[src/sv/brbuf_pkg.sv]
package brbuf_pkg;

  // Width of the capacity register and of the fill level
  localparam int unsigned CAP_W = 11;
  localparam logic [CAP_W-1:0] CAP_RESET = 11'd1024;

  // Configuration port: one register, word index taken from paddr[2]
  localparam int unsigned APB_AW = 3;
  localparam int unsigned APB_DW = 32;
  localparam logic REG_CAPACITY = 1'b0;

  typedef enum logic [1:0] {
    CMD_READ      = 2'd0,
    CMD_WRITE     = 2'd1,
    CMD_OVERWRITE = 2'd2,
    CMD_FLUSH     = 2'd3
  } cmd_e;

  typedef enum logic [1:0] {
    FILL_EMPTY   = 2'd0,
    FILL_PARTIAL = 2'd1,
    FILL_FULL    = 2'd2
  } fill_e;

  typedef struct packed {
    logic [1:0] cmd;
    logic [7:0] data_in;
  } in_word_t;

  typedef struct packed {
    logic [7:0]       data_out;
    logic             data_out_valid;
    logic             accepted;
    logic [CAP_W-1:0] fill_level;
    logic [1:0]       fill_status;
  } out_word_t;

  // What the controller knows of a word before the store answers
  typedef struct packed {
    logic             rd;
    logic             acc;
    logic [CAP_W-1:0] level;
    logic [1:0]       status;
  } res_info_t;

endpackage

[src/sv/brbuf_cfg.sv]
module brbuf_cfg #(
  parameter int DEPTH = 1024
) (
  input  logic                          clk_i,
  input  logic                          rst_ni,
  input  logic                          psel,
  input  logic                          penable,
  input  logic                          pwrite,
  input  logic [brbuf_pkg::APB_AW-1:0]  paddr,
  input  logic [brbuf_pkg::APB_DW-1:0]  pwdata,
  output logic [brbuf_pkg::APB_DW-1:0]  prdata,
  output logic                          pready,
  output logic                          cfg_wr_o,
  output logic [$clog2(DEPTH):0]        cap_eff_o
);

  import brbuf_pkg::*;

  localparam int CntW   = $clog2(DEPTH) + 1;
  localparam int CmpW   = (CntW > int'(CAP_W)) ? CntW : int'(CAP_W);
  localparam int CapRst = (DEPTH < int'(CAP_RESET)) ? DEPTH : int'(CAP_RESET);

  logic [CAP_W-1:0] cap_q, cap_d;
  logic [CntW-1:0]  eff_q, eff_d;
  logic             hit;

  assign pready   = 1'b1;
  assign hit      = (paddr[2] == REG_CAPACITY);
  assign cfg_wr_o = psel & penable & pwrite & hit;

  // Clamp to 1..DEPTH once, at write time
  always_comb begin
    cap_d = pwdata[CAP_W-1:0];
    if (cap_d == '0) begin
      eff_d = CntW'(1);
    end else if (CmpW'(cap_d) > CmpW'(DEPTH)) begin
      eff_d = CntW'(DEPTH);
    end else begin
      eff_d = CntW'(cap_d);
    end
  end

  always_ff @(posedge clk_i or negedge rst_ni) begin
    if (!rst_ni) begin
      cap_q <= CAP_RESET;
      eff_q <= CntW'(CapRst);
    end else if (cfg_wr_o) begin
      cap_q <= cap_d;
      eff_q <= eff_d;
    end
  end

  assign prdata    = hit ? APB_DW'(cap_q) : '0;
  assign cap_eff_o = eff_q;

endmodule

[config.mk]
export PLATFORM = sky130hd
export DESIGN_NAME = brbuf_cfg
export DESIGN_NICKNAME = d
export VERILOG_FILES = /design/src/sv/brbuf_pkg.sv /design/src/sv/brbuf_cfg.sv
export SDC_FILE = /design/constraint.sdc
export NUM_CORES = 1
export LEC_CHECK = 0
export ABC_CLOCK_PERIOD_IN_PS = 800
export BUFFER_PORTS_ARGS = -buffer_cell sky130_fd_sc_hd__buf_4
export CORE_MARGIN = 2
export CORE_UTILIZATION = 36
export DETAILED_ROUTE_END_ITERATION = 12
export HOLD_SLACK_MARGIN = 0.08
export PLACE_DENSITY = 0.74
export SYNTH_ARGS = -nofsm -noshare
export SYNTH_HDL_FRONTEND = slang
export SYNTH_SLANG_ARGS = --single-unit
[constraint.sdc]
create_clock -name clk_i -period 0.8 [get_ports clk_i]
set_input_delay 0.16 -clock clk_i [delete_from_list [all_inputs] [get_ports clk_i]]
set_output_delay 0.16 -clock clk_i [all_outputs]
set_load 0.05 [all_outputs]
Word-level counts from Yosys, hierarchy flattened
Index checks and enable logic that the tools add are counted.
{"block": "word_totals", "reg_bits": 22, "latch_bits": 0, "ram_bits": 0, "romBits": 0, "output_inout_bits": 45, "mem_count": 0}
{"block": "classes", "add_sub_neg": 0, "n_mul": 0, "div_mod_pow": 0, "magnitude_cmp": 1, "n_eq_ne": 0, "shifts": 0, "mux": 3, "n_bitwise": 4, "reduce_logical": 1}
{"operator": "$mux W11", "n": 3}
{"operator": "$gt A11 B11 Y1 const B", "n": 1}
{"operator": "$logic_not A11 Y1", "n": 1}
{"operator": "$and A1 B1 Y1", "n": 3}
{"operator": "$not A1 Y1", "n": 1}

Depth between registers and ports, before layout
{"block": "logic_depth", "depth_word": 3, "depth_mapped": 5, "ltp_nobuf": 4}

Worst setup path before layout
OpenSTA, ideal clock, no wires.
{"block": "synth_timing", "kind": "register to output", "start": "register cap_q[10]", "end": "output prdata[10] (netlist name)", "arrival_time_ps": 1220, "required_time_ps": 640, "slack_ps": -580, "stages_incl_launch_ff": 2, "path_cell_list": "dfstp_2 nor2b_1"}
{"block": "synth_via", "elab_chain_cells": 1}
{"item": "start, declared", "line_no": "brbuf_cfg.sv:23", "text": "logic [CAP_W-1:0] cap_q, cap_d;"}
{"item": "start signal, assigned", "line_no": "brbuf_cfg.sv:48", "text": "cap_q <= cap_d;"}
{"item": "$mux W11", "line_no": "brbuf_cfg.sv:53", "text": "assign prdata = hit ? APB_DW'(cap_q) : '0;"}
{"item": "end, declared", "line_no": "brbuf_cfg.sv:11", "text": "output logic [brbuf_pkg::APB_DW-1:0] prdata,"}
No other way between the ends.

Final worst setup path
Same ends and word-level chain as after synthesis.

==> flow_summary.ini <==
[run_status]
status = complete, but fails checks
violations = negative setup slack

[floorplan]
ios = 85
core-area_sq_um = 3080
die_y_um = 60.9
die_w_um = 60.9
initial_core_util_pct = 37.9
rows = 20
dieArea_sq_um = 3710

[timing]
fin_crit_sh_pct = 164
skew_ps = 0
maxSlewViolCount = 0
fin_hold_ws_ps = 92.3
max_freq_mhz = 764
period_needed_ps = 1310
rsz0062_at_grt = yes
hold_viol = 0
setup_viol = 24
finalWorstSetupSlack_ps = -508

[clock_tree]
clk_latency_ps = 310
cts.sinks = 22
cts_buffers = 3
cts-root-buf = clkbuf_4
cts_tree = yes
clk_pin_slew_ps = 120
htreeDepth = 1
clock_path_buffers = 2

[layout]
num_antenna_cells = 0
area_delta_synth_final_pct = 61.6
nets = 230
seq_area_sq_um = 566
layout-drive-gt1-share_pct = 55.0
fillCellCount = 259
finalNonFillerCells = 233
multi_input_area_sq_um = 619

[logic_synthesis]
synth-edff-count = 0
ys_warn_count = 0
yosysSeqAreaShare_pct = 47.4
yosys.area.top_type = dfrtp_1
synth_top_area_share_pct = 42.9
synth.cell_area_sq_um = 1170
synth.area.top_cells = dfrtp_1 43%, buf_4 15%, nand2_1 14%
synth_area_per_cell_sq_um = 9.12
synth-main-ff-cell = dfrtp_1
yosysUniqueCellTypes = 20
ys_async_sr_fraction_pct = 100
synth_cells = 128
ys_seq_elements = 22

[setup_path]
crit_arrival_ps = 1150
cp_max_fo = 2
crit_path_end_kind = primary output
critPathLaunchType = register
critPathKind = register to primary output
worstPathRequired_ps = 640

[global_routing]
grt_pass1_wl_um = 4240
grt_overflow = 0
grt_pass1_vias = 954
grt_max_degree = 23
grt_use_total_pct = 15.9
antenna_found_initial = 0

[detailed_routing]
wire_per_inst_um = 12.0
viasPerCell = 4.37
num_vias = 1019
drtPass1Iterations = 4
postRouteAntennaNets = 0
wl_um = 2800
drtIter0Drc = 27
drc = 0

[placement]
dp.cells = 224
hpwl_um = 2060
place_congestion = 0.820
portBuffers = 39

[power]
p_total_mw = 3.88
peakVddDrop_uv = 750
leakage_nw = 0.987
powerDensity_nw_per_um2 = 2060

[hold_path]
hp-class = primary input to register

[job]
drv_cap = 0
through the flow:
step | util (%) | area [sq um] | setup WS, ps | setup TNS, ps
finish | 61.3 | 1890 | -508 | -7140
global route | 61.3 | 1890 | -541 | -7880
CTS | 60.1 | 1850 | -513 | -7230
detailed placement | 54.0 | 1660 | -300 | -6160
global placement | 54.0 | 1660 | -270 | -5800
floorplan | - | 1400 | -179 | -786
logic make-up (layout without fill, tap and decap cells):
kind of cell	after synthesis	in the layout	synth area share (%)
buffers and inverters	29	70	17.6
other	2	22	0.643
AO/OA/AOI/OAI	12	12	6.75
AND/OR/NAND/NOR	63	63	27.7
flip-flops	22	22	47.4
Yosys cell counts (2+ instances only):
cell type,instances
nor3_1,2
nor2b_1,11
dfstp_2,2
a22oi_1,4
nor2_1,2
buf_2,2
nand2_1,44
o21ai_0,5
a21o_1,2
inv_1,2
buf_4,23
dfrtp_1,20
conb_1,2
metal layers:
layer	GRT usage, %	up-vias	share of wire [%]
met3	2.99	3	8.4
met5	0	-	0
met4	6.21	0	1.1
met2	26.1	56	48
li1	-	485	-
met1	20.7	475	43
worst max-delay path, stage by stage, from the launching register on:
cell     delay [ps]
dfstp_2         550
nor2b_4         130
buf_6           160
layout make-up:
| type | count | area share, % |
|---|---|---|
| Multi-Input combinational cell | 97 | 32.8 |
| Timing Repair Buffer | 64 | 32.4 |
| Sequential cell | 22 | 30.0 |
| Tap cell | 44 | 2.92 |
| Clock buffer | 4 | 1.39 |
| Inverter | 2 | 0.531 |
final timing paths:
kind                              endpoint  slack (ps)  cells past startpoint       from
min in group asynchronous         cap_q[3]         250                      2     rst_ni
worst max register to register    cap_q[7]         -10                      4   cap_q[7]
max in group asynchronous        cap_q[10]         260                      2     rst_ni
worst max-delay path            prdata[10]        -510                      2  cap_q[10]
worst min register to register    cap_q[4]         500                      2   cap_q[4]
worst min-delay path              cap_q[5]          90                      3  pwdata[5]
placed cells by master, fill, tap and decap left out:
master,netlist,final
nor3_2,0,1
nor2b_4,0,11
nor4_4,1,1
o21ai_1,0,5
nand2_2,0,5
clkbuf_1,1,1
nor3_1,2,1
nand4b_4,1,2
clkbuf_4,0,3
inv_4,0,1
nor2_4,1,1
conb_1,2,22
a22oi_2,0,4
buf_8,0,2
a21o_1,2,2
dfstp_2,2,2
nor2_1,2,2
buf_6,1,26
inv_1,2,1
buf_12,0,1
dlygate4sd3_1,0,2
dfrtp_2,0,10
buf_4,23,33
dfrtp_1,20,10
a311oi_2,0,1
nand2_1,44,39
registers in the layout, indices dropped and copies added (netlist names):
| signal | flops |
|---|---|
| cap_eff_o | 11 |
| cap_q | 11 |
what timing repair did:
item / 4_1_cts / 5_1_grt
hold buffers: 2 / 0
setup endpoints to repair: 23 / 30
pin swaps: 0 / 4
resized for setup: 28 / 14
setup buffers: 5 / 3
hold endpoints to repair: 23 / 0
power by group:
| part | switching, mW | internal (mW) |
|---|---|---|
| sequential | 0.136 | 1.33 |
| combinational | 1.13 | 0.747 |
| clock | 0.338 | 0.195 |
No activity file was read; power rests on OpenSTA's default activity.
