`src/sv/brbuf_pkg.sv`:
```
package brbuf_pkg;

  // Width of the capacity register and of the fill level
  localparam int unsigned CAP_W = 11;
  localparam logic [CAP_W-1:0] CAP_RESET = 11'd1024;

  // Configuration port: one register, word index taken from paddr[2]
  localparam int unsigned APB_AW = 3;
  localparam int unsigned APB_DW = 32;
  localparam logic REG_CAPACITY = 1'b0;

  typedef enum logic [1:0] {
    CMD_READ      = 2'd0,
    CMD_WRITE     = 2'd1,
    CMD_OVERWRITE = 2'd2,
    CMD_FLUSH     = 2'd3
  } cmd_e;

  typedef enum logic [1:0] {
    FILL_EMPTY   = 2'd0,
    FILL_PARTIAL = 2'd1,
    FILL_FULL    = 2'd2
  } fill_e;

  typedef struct packed {
    logic [1:0] cmd;
    logic [7:0] data_in;
  } in_word_t;

  typedef struct packed {
    logic [7:0]       data_out;
    logic             data_out_valid;
    logic             accepted;
    logic [CAP_W-1:0] fill_level;
    logic [1:0]       fill_status;
  } out_word_t;

  // What the controller knows of a word before the store answers
  typedef struct packed {
    logic             rd;
    logic             acc;
    logic [CAP_W-1:0] level;
    logic [1:0]       status;
  } res_info_t;

endpackage

```
`src/sv/brbuf_ctrl.sv`:
```
module brbuf_ctrl #(
  parameter int DEPTH = 1024
) (
  input  logic                         clk_i,
  input  logic                         rst_ni,
  input  logic                         take_i,
  input  brbuf_pkg::in_word_t          word_i,
  input  logic                         clear_i,
  input  logic [$clog2(DEPTH):0]       cap_i,
  output logic                         ram_we_o,
  output logic [$clog2(DEPTH)-1:0]     ram_waddr_o,
  output logic [7:0]                   ram_wdata_o,
  output logic                         ram_re_o,
  output logic [$clog2(DEPTH)-1:0]     ram_raddr_o,
  output brbuf_pkg::res_info_t         info_o
);

  import brbuf_pkg::*;

  localparam int AW   = $clog2(DEPTH);
  localparam int CntW = AW + 1;

  logic [AW-1:0]   head_q, head_d, head_inc;
  logic [CntW-1:0] count_q, count_d, slot_sum;
  logic [AW-1:0]   slot;
  logic            full, empty, do_write, do_evict, do_read;
  cmd_e            cmd;

  assign cmd   = cmd_e'(word_i.cmd);
  assign full  = (count_q == cap_i);
  assign empty = (count_q == '0);

  // Wrap at the configured capacity, not at the storage depth
  assign head_inc = ((CntW'(head_q) + CntW'(1)) == cap_i) ? '0 : head_q + AW'(1);
  assign slot_sum = CntW'(head_q) + count_q;
  assign slot     = (slot_sum >= cap_i) ? AW'(slot_sum - cap_i) : AW'(slot_sum);

  always_comb begin
    do_read  = 1'b0;
    do_write = 1'b0;
    do_evict = 1'b0;
    head_d   = head_q;
    count_d  = count_q;
    unique case (cmd)
      CMD_READ: begin
        if (!empty) begin
          do_read = 1'b1;
          head_d  = head_inc;
          count_d = count_q - CntW'(1);
        end
      end
      CMD_WRITE, CMD_OVERWRITE: begin
        if (!full) begin
          do_write = 1'b1;
          count_d  = count_q + CntW'(1);
        end else if (cmd == CMD_OVERWRITE) begin
          do_evict = 1'b1;
          head_d   = head_inc;
        end
      end
      CMD_FLUSH: begin
        head_d  = '0;
        count_d = '0;
      end
      default: begin
        head_d  = head_q;
        count_d = count_q;
      end
    endcase
  end

  always_ff @(posedge clk_i or negedge rst_ni) begin
    if (!rst_ni) begin
      head_q  <= '0;
      count_q <= '0;
    end else if (clear_i) begin
      head_q  <= '0;
      count_q <= '0;
    end else if (take_i) begin
      head_q  <= head_d;
      count_q <= count_d;
    end
  end

  // Eviction reads the head and overwrites it in the same cycle (read-first store)
  assign ram_we_o    = take_i & (do_write | do_evict);
  assign ram_waddr_o = do_evict ? head_q : slot;
  assign ram_wdata_o = word_i.data_in;
  assign ram_re_o    = take_i & (do_read | do_evict);
  assign ram_raddr_o = head_q;

  always_comb begin
    info_o.rd    = do_read | do_evict;
    info_o.acc   = do_read | do_write | do_evict;
    info_o.level = CAP_W'(count_d);
    if (count_d == '0) begin
      info_o.status = FILL_EMPTY;
    end else if (count_d < cap_i) begin
      info_o.status = FILL_PARTIAL;
    end else begin
      info_o.status = FILL_FULL;
    end
  end

endmodule

```
`config.mk`:
```
export PLATFORM = sky130hd
export DESIGN_NAME = brbuf_ctrl
export DESIGN_NICKNAME = d
export VERILOG_FILES = /design/src/sv/brbuf_pkg.sv /design/src/sv/brbuf_ctrl.sv
export SDC_FILE = /design/constraint.sdc
export NUM_CORES = 1
export LEC_CHECK = 0
export BUFFER_PORTS_ARGS = -buffer_cell sky130_fd_sc_hd__buf_2
export CAP_MARGIN = 10
export CORE_UTILIZATION = 55
export DETAILED_ROUTE_END_ITERATION = 10
export PLACE_DENSITY = 0.79
export SLEW_MARGIN = 20
export SYNTH_ARGS = -nofsm -noshare
export SYNTH_HDL_FRONTEND = slang
export SYNTH_SLANG_ARGS = --single-unit
```
`constraint.sdc`:
```
create_clock -name clk_i -period 6.5 [get_ports clk_i]
set_input_delay 0.325 -clock clk_i [delete_from_list [all_inputs] [get_ports clk_i]]
set_output_delay 0.325 -clock clk_i [all_outputs]
set_load 0.05 [all_outputs]
```
# == After elaboration in Yosys (flattened, before gate mapping) ==
# Cells that the tools add are included.
# classes
shifts,0
div_mod_pow,0
multipliers,0
bitwise,6
n_lt_le_gt_ge,2
eq_ne,8
addsub,6
reduce_logical,6
mux,23
# ops
cell,count
two-way mux 10 bit,8
two-way mux 11 bit,4
case mux 11 bit (3 select lines),1
case mux 10 bit (3 select lines),1
equality test 11 bit,2
logical NOT 11 bit,2
adder 10 x 1 -> 11 bit (second input constant),1
adder 10 x 11 -> 11 bit,1
adder 11 x 1 -> 11 bit (second input constant),1
greater-or-equal comparator 11 bit,1
< comparator 11 bit,1
subtractor 11 x 1 -> 11 bit (second input constant),1
adder 10 x 1 -> 10 bit (second input constant),1
subtractor 10 bit,1
inequality test 3 bit (second input constant),3
two-way mux 1 bit,7
equality test 2 bit (second input constant),2
two-way mux 2 bit,2
bitwise OR 1 bit,4
AND reduction 4 bit,1
bitwise AND 1 bit,2
equality test 2 x 1 -> 1 bit (second input constant),1
logical NOT 2 bit,1
nonzero test 2 bit,1
OR reduction 2 bit,1
# totals
latch_bits,0
mem_bits_rw,0
out_inout_bits,45
inputBits,25
mem_bits_ro,0
reg_bits,21
memories,0
word_cells,53

# == Depth between registers and ports, before layout ==
# Gate-level depths: netlist (run 1).
# logic_depth
ltp_word,8
depth_mapped,19
mapped_depth_nobuf,19

# == Worst setup path before layout (run 1) ==
# OpenSTA, ideal clock, no wires.
# synth_path
path_kind,register to output
start,"reg head_q[0], in the netlist ram_raddr_o[0]"
end,out ram_waddr_o[5]
arrival_ps,4727
stages_incl_launch_ff,18
setup_slack_ps,1448
t_required_ps,6175
path_buffers,0
path_cell_list,dfrtp_1 -> ha_1 -> inv_1 -> fa_1 -> nor2b_1 -> o21ai_0 -> a21boi_0 -> o21ai_0 -> a21oi_1 -> a21o_1 -> a21oi_1 -> xnor2_1 -> ha_1 -> nand2_1 -> o41ai_1 -> o21bai_1 -> nand3_1 -> a31oi_1
# synth_via
elab_chain_len,4
elab_cells_between_ends,5
classes_between,add/sub: 2; order compare: 1; mux: 2
# synth_rtl
item,line_no,source
from (decl),brbuf_ctrl.sv:23,"logic [AW-1:0] head_q, head_d, head_inc;"
from (signal assigned),brbuf_ctrl.sv:74,head_q <= '0;
from (signal assigned),brbuf_ctrl.sv:77,head_q <= '0;
from (signal assigned),brbuf_ctrl.sv:80,head_q <= head_d;
adder 10 x 11 -> 11 bit (*),brbuf_ctrl.sv:35,assign slot_sum = CntW'(head_q) + count_q;
subtractor 10 bit or greater-or-equal comparator 11 bit (tied branches),brbuf_ctrl.sv:36,assign slot = (slot_sum >= cap_i) ? AW'(slot_sum - cap_i) : AW'(slot_sum);
two-way mux 10 bit (*),brbuf_ctrl.sv:36,
two-way mux 10 bit (*),brbuf_ctrl.sv:87,assign ram_waddr_o = do_evict ? head_q : slot;
to (decl),brbuf_ctrl.sv:11,"output logic [$clog2(DEPTH)-1:0] ram_waddr_o,"
# Every way passes the cells marked *; elsewhere a longest branch is shown, timed or not.

# == Final worst setup path (run 1) ==
# layout_path
start,reg count_q[0]
end,out ram_waddr_o[0]
# layout_via
elab_chain_len,4
elab_cells_between_ends,8
classes_between,add/sub: 2; order compare: 1; eq/ne: 1; mux: 4
# layout_rtl
item,line_no,source
from (decl),brbuf_ctrl.sv:24,"logic [CntW-1:0] count_q, count_d, slot_sum;"
from (signal assigned),brbuf_ctrl.sv:81,count_q <= count_d;
adder 10 x 11 -> 11 bit or equality test 11 bit (tied branches),"brbuf_ctrl.sv:35, brbuf_ctrl.sv:30",
"subtractor 10 bit, or another cell as far along",brbuf_ctrl.sv:36,
two-way mux 10 bit or two-way mux 1 bit (tied branches),"brbuf_ctrl.sv:36, brbuf_ctrl.sv:44",
two-way mux 10 bit (*),brbuf_ctrl.sv:87,
# Marks and branches as above.

==> run metrics, run 1 <==
# H-tree levels=1; Most Frequent Cell on Critical Path=a21oi_1; ratio of cells with drive above 1 in the final layout=13.8%; RSZ-0062 raised after global routing=false; Hold Crit Class=primary input to asynchronous set/reset pin; synth warn=0; Int Pwr=around 0.29 mW; largest net degree at the start of global routing=23; CTS Hold Bufs=0; worst setup slack after layout=1080 ps; Setup Buffers After CTS=0; gr usage total=31.5%; Rows=29; syn_nets=about 550; post-synth cell types=66; post-route cell area=0.00384 mm²; Async S/R FF share, synth=100%; clock tree buffer depth=2; Mapped Cells=490; placed instance area=0.00380 mm²; minimum clock period=5420 ps; CTS root buf=clkbuf_8; Die Area=just under 0.007 mm²; cell count along the critical path=20; clock share of power=around 16%; run status=finished clean; register area share after synthesis=between 10% and 20%; First-pass DRT Iterations=5; NetSw=approximately 0.29 mW; crit-path max cell delay=740 ps; Initial Util=a little under three fifths; diodes inserted=0; Final TNS setup=0 ps; Hold Vio Cnt, Final=0; post-DP HPWL=8610 µm; post-synth top area cell=dfrtp_1; sequential power share=roughly 27%; sequence of cells on the critical path=ha_1 > inv_1 > fa_1 > nor2b_1 > o21ai_0 > a21boi_0 > o21ai_0 > a21oi_1 > a21o_1 > a21oi_1 > xnor2_1 > ha_1 > nand2_1 > o41ai_1 > a31o_2 > a41oi_1 > nor2_1 > a21oi_1 > a21oi_1 > buf_2; post_cts resized=0; critical path capture point type=output pin; Peak supply drop=0.0930 mV; vias in the first global route=between 3000 and 4000; Final #Nets=between 500 and 600; switching share of total power=between 50 and 60%; initial antenna violation count=0; pre-CTS setup slack=around 1500 ps; share of the synthesized area in the top cell type=between 10% and 20%; Startpoint Class=register; Via density=about 6.7; CP max-delay cell=o41ai_1; Routed Antenna Nets=0; CP required=around 6200 ps; Clk pin slew, worst setup/hold paths=approximately 90 ps; Max-Cap Viols=0; relative slew slack=a little under a third; fill count=602; routed len/inst=approximately 19 µm; CTS tree=done; pwr dens=~150 mW/mm²; Comb pwr share=57.4%; total power=slightly below 0.6 mW; fmax=~0.18 GHz; most common cell after layout, fill and taps aside=buf_2; Die H=83.0 µm; Layout area overhead=6.56%; Tightest Pin Transition=1030 ps; cts bufs inserted=3; DRT iter0 DRCs=382; final setup violation count=0; Core Area=between 0.006 and 0.007 mm²; #FFs+latches synth=21; kind of cell adding the most delay to the critical path=compound AO/OA/AOI/OAI gates; CTS sink cnt=21; Bufs and invs on worst path=2; WL final=about 11000 µm; first-pass GRT wire length=about 17000 µm; most frequent cells in the layout=53 x buf_2, 48 x nor2_1, 38 x inv_1, 38 x nand2_1, 37 x ha_1; max-slew violations=0; drt drc=0; Worst Path Max Fanout=11; Worst Clk Skew=around 5 ps; R2R cell count=9; PortBufs=53; Crit path arrival time=between 5000 and 6000 ps; die width=around 83 µm; GRT Residual Overflow=0; Pleak=between 1.5 and 2 nW; Finished Layout Cells=just under 600; Main synth FF type=dfrtp_1; Post-synth EDFFs=0; vias=3946; Crit Path Class=register to output pin; Synth Area per Inst=between 7 and 8 µm²; Final period util=83.4%; Synth Cell Area=roughly 0.0036 mm²; later-pin clock latency in the skew report=about 270 ps; Ports=70; Synth area leaders=dfrtp_1 15%, ha_1 13%, xnor2_1 8.5%; routability cong.=about 0.99; Placed Cells=588
[Yosys cell counts, types with 4 or more instances]
cell type,n
and3_1,5
nor4_1,8
and2_1,4
a21oi_1,27
a21o_1,5
nor2_1,48
clkbuf_1,13
inv_1,38
a211oi_1,7
nand3_1,16
a31oi_1,10
o21a_1,4
nand4_1,12
buf_4,8
xor2_1,8
xnor2_1,35
o21ai_0,25
ha_1,37
dfrtp_1,21
mux2i_1,6
o311ai_0,5
nor3_1,18
nand2_1,38
buf_2,10
o31ai_1,7
nor2b_1,8
[sequential cells by signal, indices dropped and copies added (netlist names)]
| register | flops |
|---|---|
| count_q | 11 |
| ram_raddr_o | 10 |
[cell families (layout without fill, tap and decap cells)]
logic type                 count (synthesis)  count (layout)  share of synthesized area, %
AOI/OAI and AO/OA                        127             127                          24.2
xor gates and xnor gates                  43              43                          10.4
adders and majority gates                 39              39                          14.0
buffers and inverters                     72              97                          8.89
DFF                                       21              21                          14.6
muxes                                      8               8                          2.29
and+or+nand+nor                          180             180                          25.7
[cell type report]
type | count | area, µm² | area share (%)
tap | 77 | 96.3 | 2.51
clock buffer | 4 | 45.0 | 1.17
inverter | 40 | 150 | 3.91
timing repair buffer | 53 | 265 | 6.91
multi-input combinational | 397 | 2760 | 71.8
sequential | 21 | 526 | 13.7
[routing by layer]
layer / GRT usage (%) / share of wire, %
met1: 41.1 / 39
met2: 53.7 / 47
met3: 2.98 / 10
met4: 12.4 / 3.7
met5: 0 / 0
[stage by stage]
stage | utilization (%) | hold WS [ps]
2_1_floorplan | - | 29.4
3_3_place_gp | 59.8 | 321
3_5_place_dp | 59.8 | 329
4_1_cts | 60.5 | 39.7
5_1_grt | 60.5 | 64.4
6_report | 60.5 | 30.4
[power by group through the flow]
stage,clock [mW],sequential [mW],combinational [mW]
2_1_floorplan,0,0.145,0.276
3_3_place_gp,0,0.157,0.320
3_5_place_dp,0,0.157,0.327
4_1_cts,0.0925,0.155,0.329
5_1_grt,0.0971,0.157,0.359
6_report,0.0919,0.156,0.333
[worst paths after layout]
check                                from             end  slack [ps]
min                                rst_ni  ram_raddr_o[5]          30
max in group asynchronous          rst_ni  ram_raddr_o[1]        6110
min in group clk_i                clear_i      count_q[4]         400
max reg2reg                    count_q[1]  ram_raddr_o[9]        3310
min reg2reg                ram_raddr_o[7]  ram_raddr_o[7]         670
max                            count_q[0]  ram_waddr_o[0]        1080
No activity file was read; power rests on OpenSTA's default activity.
==> run 2: changes to the inputs <==
Settings changed: ABC_AREA set to 1.
Clock period 6.5 ns to 5.41 ns, I/O delays scaled along.
==> run 2 against run 1 <==
Non-clock buffer count increased by 1. Sequential share of layout area decreased by 0.85 points. Final area increased by 6.6%. Core utilization increased by 0.12 points. Global-route usage increased by 0.89 points. Synthesized area increased by 6.4%. Routed wire length increased by 1.2%. Via count increased by 5.1%. Clock power increased by 26%. First-iteration DRC count decreased by 32%. Sequential cell count unchanged. Largest power group unchanged.
==> run metrics, run 2 <==
run status=finished clean; sequential power share=between 20% and 30%; Tightest Pin Transition=~630 ps; Mapped Cells=around 610; RSZ-0062 raised after global routing=false; most common cell after layout, fill and taps aside=nand2_1; Top reg by flops=count_q; most frequent cells in the layout=177 x nand2_1, 87 x inv_1, 53 x nand3_1, 53 x buf_2, 42 x nor2_1; later-pin clock latency in the skew report=270 ps; Hold Vio Cnt, Final=0; Peak supply drop=between 0.1 and 0.15 mV; Async S/R FF share, synth=100%; clock share of power=17.1%; routability cong.=0.977; First-pass DRT Iterations=4; pre-CTS setup slack=~1100 ps; most frequent cell after synthesis=nand2_1; Crit Path Class=register to output pin; # H-tree levels=1; Worst Path Max Fanout=16; Rows=30; CTS tree=done; relative slew slack=around 58%; worst hold path depth=4; pwr dens=around 170 mW/mm²; Hold Crit Class=primary input to register; DRT iter0 DRCs=between 200 and 300; fin util=about three fifths; register area share after synthesis=13.7%; Final period util=approximately 90%; Crit path arrival time=between 4000 and 5000 ps; PortBufs=53; minimum clock period=roughly 4700 ps; post-DP HPWL=slightly above 9000 µm; share of the synthesized area in the top cell type=roughly 17%; CTS sink cnt=21; Final TNS setup=0 ps; die width=between 80 and 90 µm; synth warn=0; max-slew violations=0; critical path capture point type=output pin; Routed Antenna Nets=0; Max-Cap Viols=0; Initial Util=roughly 57%; #FFs+latches synth=21; worst setup slack after layout=slightly below 700 ps; Synth Area per Inst=6.25 µm²; post-synth cell types=42; vias=4147; Int Pwr=0.325 mW; NetSw=approximately 0.35 mW; clock tree buffer depth=2; Worst Clk Skew=between 7 and 8 ps; Clk pin slew, worst setup/hold paths=90 ps; Layout area overhead=6.79%; GRT Residual Overflow=0; drt drc=0; number of flip-flops in the largest register=11; Ports=70; CTS root buf=clkbuf_8; Via density=5.68; diodes inserted=0; gr usage total=~32%; Final #Nets=roughly 720; Die H=around 86 µm; initial antenna violation count=0; first-pass GRT wire length=~19000 µm; vias in the first global route=approximately 3900; WL final=approximately 11000 µm; total power=roughly 0.68 mW; fmax=approximately 0.21 GHz; Synth area leaders=nand2_1 17%, dfrtp_1 14%, ha_1 12%; syn_nets=around 680; post-synth top area cell=nand2_1; CP required=between 5000 and 6000 ps; Synth Cell Area=around 0.0038 mm²; Comb pwr share=a little under three fifths; Post-synth EDFFs=0; Core Area=0.00676 mm²; Setup Buffers After CTS=0; final setup violation count=0; Main synth FF type=dfrtp_1; routed len/inst=roughly 16 µm; largest net degree at the start of global routing=22; switching share of total power=52.0%; ratio of cells with drive above 1 in the final layout=between 10% and 20%; fill count=~670; Die Area=about 0.0073 mm²; Synth top cells by count=177 x nand2_1, 87 x inv_1, 53 x nand3_1; Startpoint Class=register; Worst Hold Slack=382 ps; Pleak=2.35 nW; cts bufs inserted=3; R2R cell count=12
-- run 2: cell types whose count changed after synthesis, sizes merged, moves of 8 or more --
| cell | change |
|---|---|
| nand2 | +144 |
| nor3 | -9 |
| nor2b | -8 |
| nand3 | +40 |
| clkbuf | -11 |
| xor2 | +20 |
| xnor2 | -22 |
| nor4 | -8 |
| inv | +55 |
-- run 2: final timing paths --
| kind | start | slack, ps | to |
|---|---|---|---|
| max in group asynchronous | rst_ni | 4550 | count_q[7] |
| worst max-delay path | count_q[3] | 680 | ram_waddr_o[0] |
| worst max register to register | ram_raddr_o[1] | 2910 | ram_raddr_o[6] |
| worst min register to register | ram_raddr_o[9] | 660 | ram_raddr_o[9] |
| min in group asynchronous | rst_ni | 500 | ram_raddr_o[0] |
| worst min-delay path | clear_i | 380 | count_q[10] |
-- run 2: timing repair --
item / 4_1_cts / 5_1_grt
hold buffers: 1 / 0
endpoints found under the hold margin: 21 / 0
resized for setup: 0 / 0
-- run 2: power groups by stage --
stage               registers [mW]  logic (mW)  clock network [mW]
global placement             0.180       0.371                   0
detailed placement           0.180       0.378                   0
CTS                          0.177       0.380               0.117
floorplan                    0.174       0.311                   0
global route                 0.179       0.421               0.122
finish                       0.178       0.385               0.116
-- run 2: logic make-up after synthesis --
group           count (synthesis)  synth area share [%]
xor+xnor                       41                  10.1
flops                          21                  13.7
buf+inv                       118                  13.7
simple gates                  314                  37.1
compound gates                 81                  12.2
fa+ha+maj                      39                  13.1
-- run 2: layout make-up --
cell class | count | area, µm² | share of cell area [%]
inverter | 96 | 362 | 8.83
multi-input combinational | 475 | 2780 | 68.0
tap | 80 | 100 | 2.44
clock buffer | 3 | 41.3 | 1.01
clock inverter | 1 | 7.51 | 0.183
sequential | 21 | 526 | 12.8
timing repair buffer | 54 | 275 | 6.72
-- run 2: routing by layer --
layer,wire length (µm),track usage (%),share of wire (%)
met4,675,18.8,5.9
met5,0,0,0
met1,4830,42.7,43
met2,5050,53.2,45
met3,797,1.44,7.0
-- run 2: stage by stage --
step / instances / cell area, µm²
finish: 730 / 4100
global route: 730 / 4100
CTS: 730 / 4100
detailed placement: 725 / 4040
global placement: 725 / 4040
floorplan: 614 / 3830
-- run 2: worst max-delay path, cell delays in order, from the launching register on --
cell,delay [ps]
dfrtp_1,520
ha_1,430
inv_1,50
o21ai_0,260
nand3_1,120
nand2_1,80
a21oi_1,60
o21ai_0,290
xor2_1,240
inv_1,60
ha_1,330
a21o_1,190
a221oi_1,290
nand3_1,450
nand2_1,150
o21ai_0,110
o21ai_0,230
buf_2,310
==> run 3: changes to the inputs <==
Settings changed: SKIP_LAST_GASP set to 1.
Clock period 5.41 ns to 5.6 ns, I/O delays scaled along.
==> run 3 against run 2 <==
Routed wire length down 0.77%. Via count down 1.1%. Global-route usage down 0.63 points. Sequential share of layout area unchanged. First-iteration DRC count down 18%. Register-to-register slack better by 220 ps. Setup slack better by 200 ps.
==> run metrics, run 3 (same netlist as run 2, synthesis figures left out) <==
diodes inserted=0; Max-Cap Viols=0; relative slew slack=between 60% and 70%; R2R cell count=12; Ports=70; Tightest Pin Transition=approximately 560 ps; kind of cell adding the most delay to the critical path=compound AO/OA/AOI/OAI gates; routed len/inst=around 15 µm; footprint of the multi-input gates=between 0.002 and 0.003 mm²; later-pin clock latency in the skew report=270 ps; WL final=~11000 µm; crit-path max cell delay=around 580 ps; run status=finished clean; PortBufs=53; minimum clock period=approximately 4700 ps; First-pass DRT Iterations=5; Startpoint Class=register; Layout area overhead=6.79%; most common cell after layout, fill and taps aside=nand2_1; most frequent cells in the layout=177 x nand2_1, 87 x inv_1, 53 x nand3_1, 53 x buf_2, 42 x nor2_1; fmax=~0.21 GHz; CTS sink cnt=21; gr usage total=approximately a third; Hold Vio Cnt, Final=0; Bufs and invs on worst path=4; post_cts resized=0; CTS tree=done; Final period util=roughly 84%; pwr dens=159 mW/mm²; clock tree buffer depth=2; CP required=5320 ps; fin util=between 60% and 70%; drt drc=0; largest net degree at the start of global routing=22; Die H=between 80 and 90 µm; pre-CTS setup slack=1200 ps; Via density=between 5 and 6; critical path capture point type=output pin; RSZ-0062 raised after global routing=false; max-slew violations=0; Worst Path Max Fanout=16; Peak supply drop=~0.12 mV; Rows=30; DRT iter0 DRCs=212; cell count along the critical path=16; Core Area=a little under 0.007 mm²; sequence of cells on the critical path=ha_1 > inv_1 > fa_1 > inv_1 > a21oi_1 > o21ai_0 > xor2_1 > inv_1 > ha_1 > a21o_1 > a221oi_1 > nand3_1 > nand2_1 > o21ai_0 > o21ai_0 > buf_2; Top reg by flops=count_q; worst hold path depth=4; die width=85.5 µm; post-DP HPWL=between 9000 and 10000 µm; fill count=676; Die Area=0.00731 mm²; Initial Util=a little under three fifths; worst setup slack after layout=875 ps; CTS root buf=clkbuf_8; routability cong.=approximately 1; initial antenna violation count=0; Hold Crit Class=primary input to register; Routed Antenna Nets=0; placed instance area=0.00404 mm²; vias=between 4000 and 5000; vias in the first global route=3808; Placed Cells=725; Crit Path Class=register to output pin; final setup violation count=0; cts bufs inserted=3; CP max-delay cell=dfrtp_1; register area=526 µm²; first-pass GRT wire length=18200 µm; Clk pin slew, worst setup/hold paths=roughly 90 ps; number of flip-flops in the largest register=11; Finished Layout Cells=730; ratio of cells with drive above 1 in the final layout=approximately 14%; Worst Clk Skew=around 8.9 ps; # H-tree levels=1; Pleak=around 2.4 nW; post-route cell area=between 0.004 and 0.005 mm²; Crit path arrival time=approximately 4500 ps; Final #Nets=~720; Final TNS setup=0 ps; GRT Residual Overflow=0
[run 3: cell counts in the layout (fill, tap and decap cells not counted)]
Identical to the previous run, type by type.
[run 3: layer usage]
layer / share of wire (%) / GRT usage [%]
met5: 0 / 0
met3: 5.9 / 2.02
met4: 4.8 / 17.7
met1: 43 / 41.9
met2: 46 / 52.0
[run 3: worst reg2reg max path: cells and delay by family (launching register included)]
kind	cells	cell delay (ps)
XOR/XNOR	1	340
AND/OR/NAND/NOR	9	1160
buffers and inverters	1	80
adder cells (fa/ha/maj)	1	270
flip-flops	1	520
[run 3: worst paths after layout]
path / start / end / slack, ps
min in group asynchronous: rst_ni / ram_raddr_o[0] / 520
max in group asynchronous: rst_ni / count_q[9] / 4720
min: clear_i / count_q[10] / 400
max reg2reg: ram_raddr_o[1] / ram_raddr_o[9] / 3130
max: count_q[0] / ram_waddr_o[2] / 870
min reg2reg: ram_raddr_o[2] / ram_raddr_o[2] / 670
[run 3: through the flow]
stage          hold slack, ps  power, mW
2_1_floorplan           -15.6      0.468
4_1_cts                   394      0.650
6_report                  402      0.652
3_5_place_dp              284      0.539
3_3_place_gp              284      0.532
5_1_grt                   465      0.692
[run 3: final cells by class]
cell class / instances / share of cell area [%]
Clock buffer: 3 / 1.01
Clock inverter: 1 / 0.183
Inverter: 96 / 8.83
Multi-Input combinational cell: 475 / 68.0
Sequential cell: 21 / 12.8
Tap cell: 80 / 2.44
Timing Repair Buffer: 54 / 6.72
[run 3: repair_timing]
action                    in CTS  in global routing
hold endpoints to repair      21                  0
hold buffers                   1                  0
setup buffers                  0                  0
[run 3: report_power, final]
| group | switching, mW | leakage (nW) | total (mW) | internal (mW) |
|---|---|---|---|---|
| logic | 0.263 | 2.04 | 0.371 | 0.108 |
| clock network | 0.0590 | 0.0217 | 0.109 | 0.0504 |
| registers | 0.0154 | 0.290 | 0.172 | 0.156 |
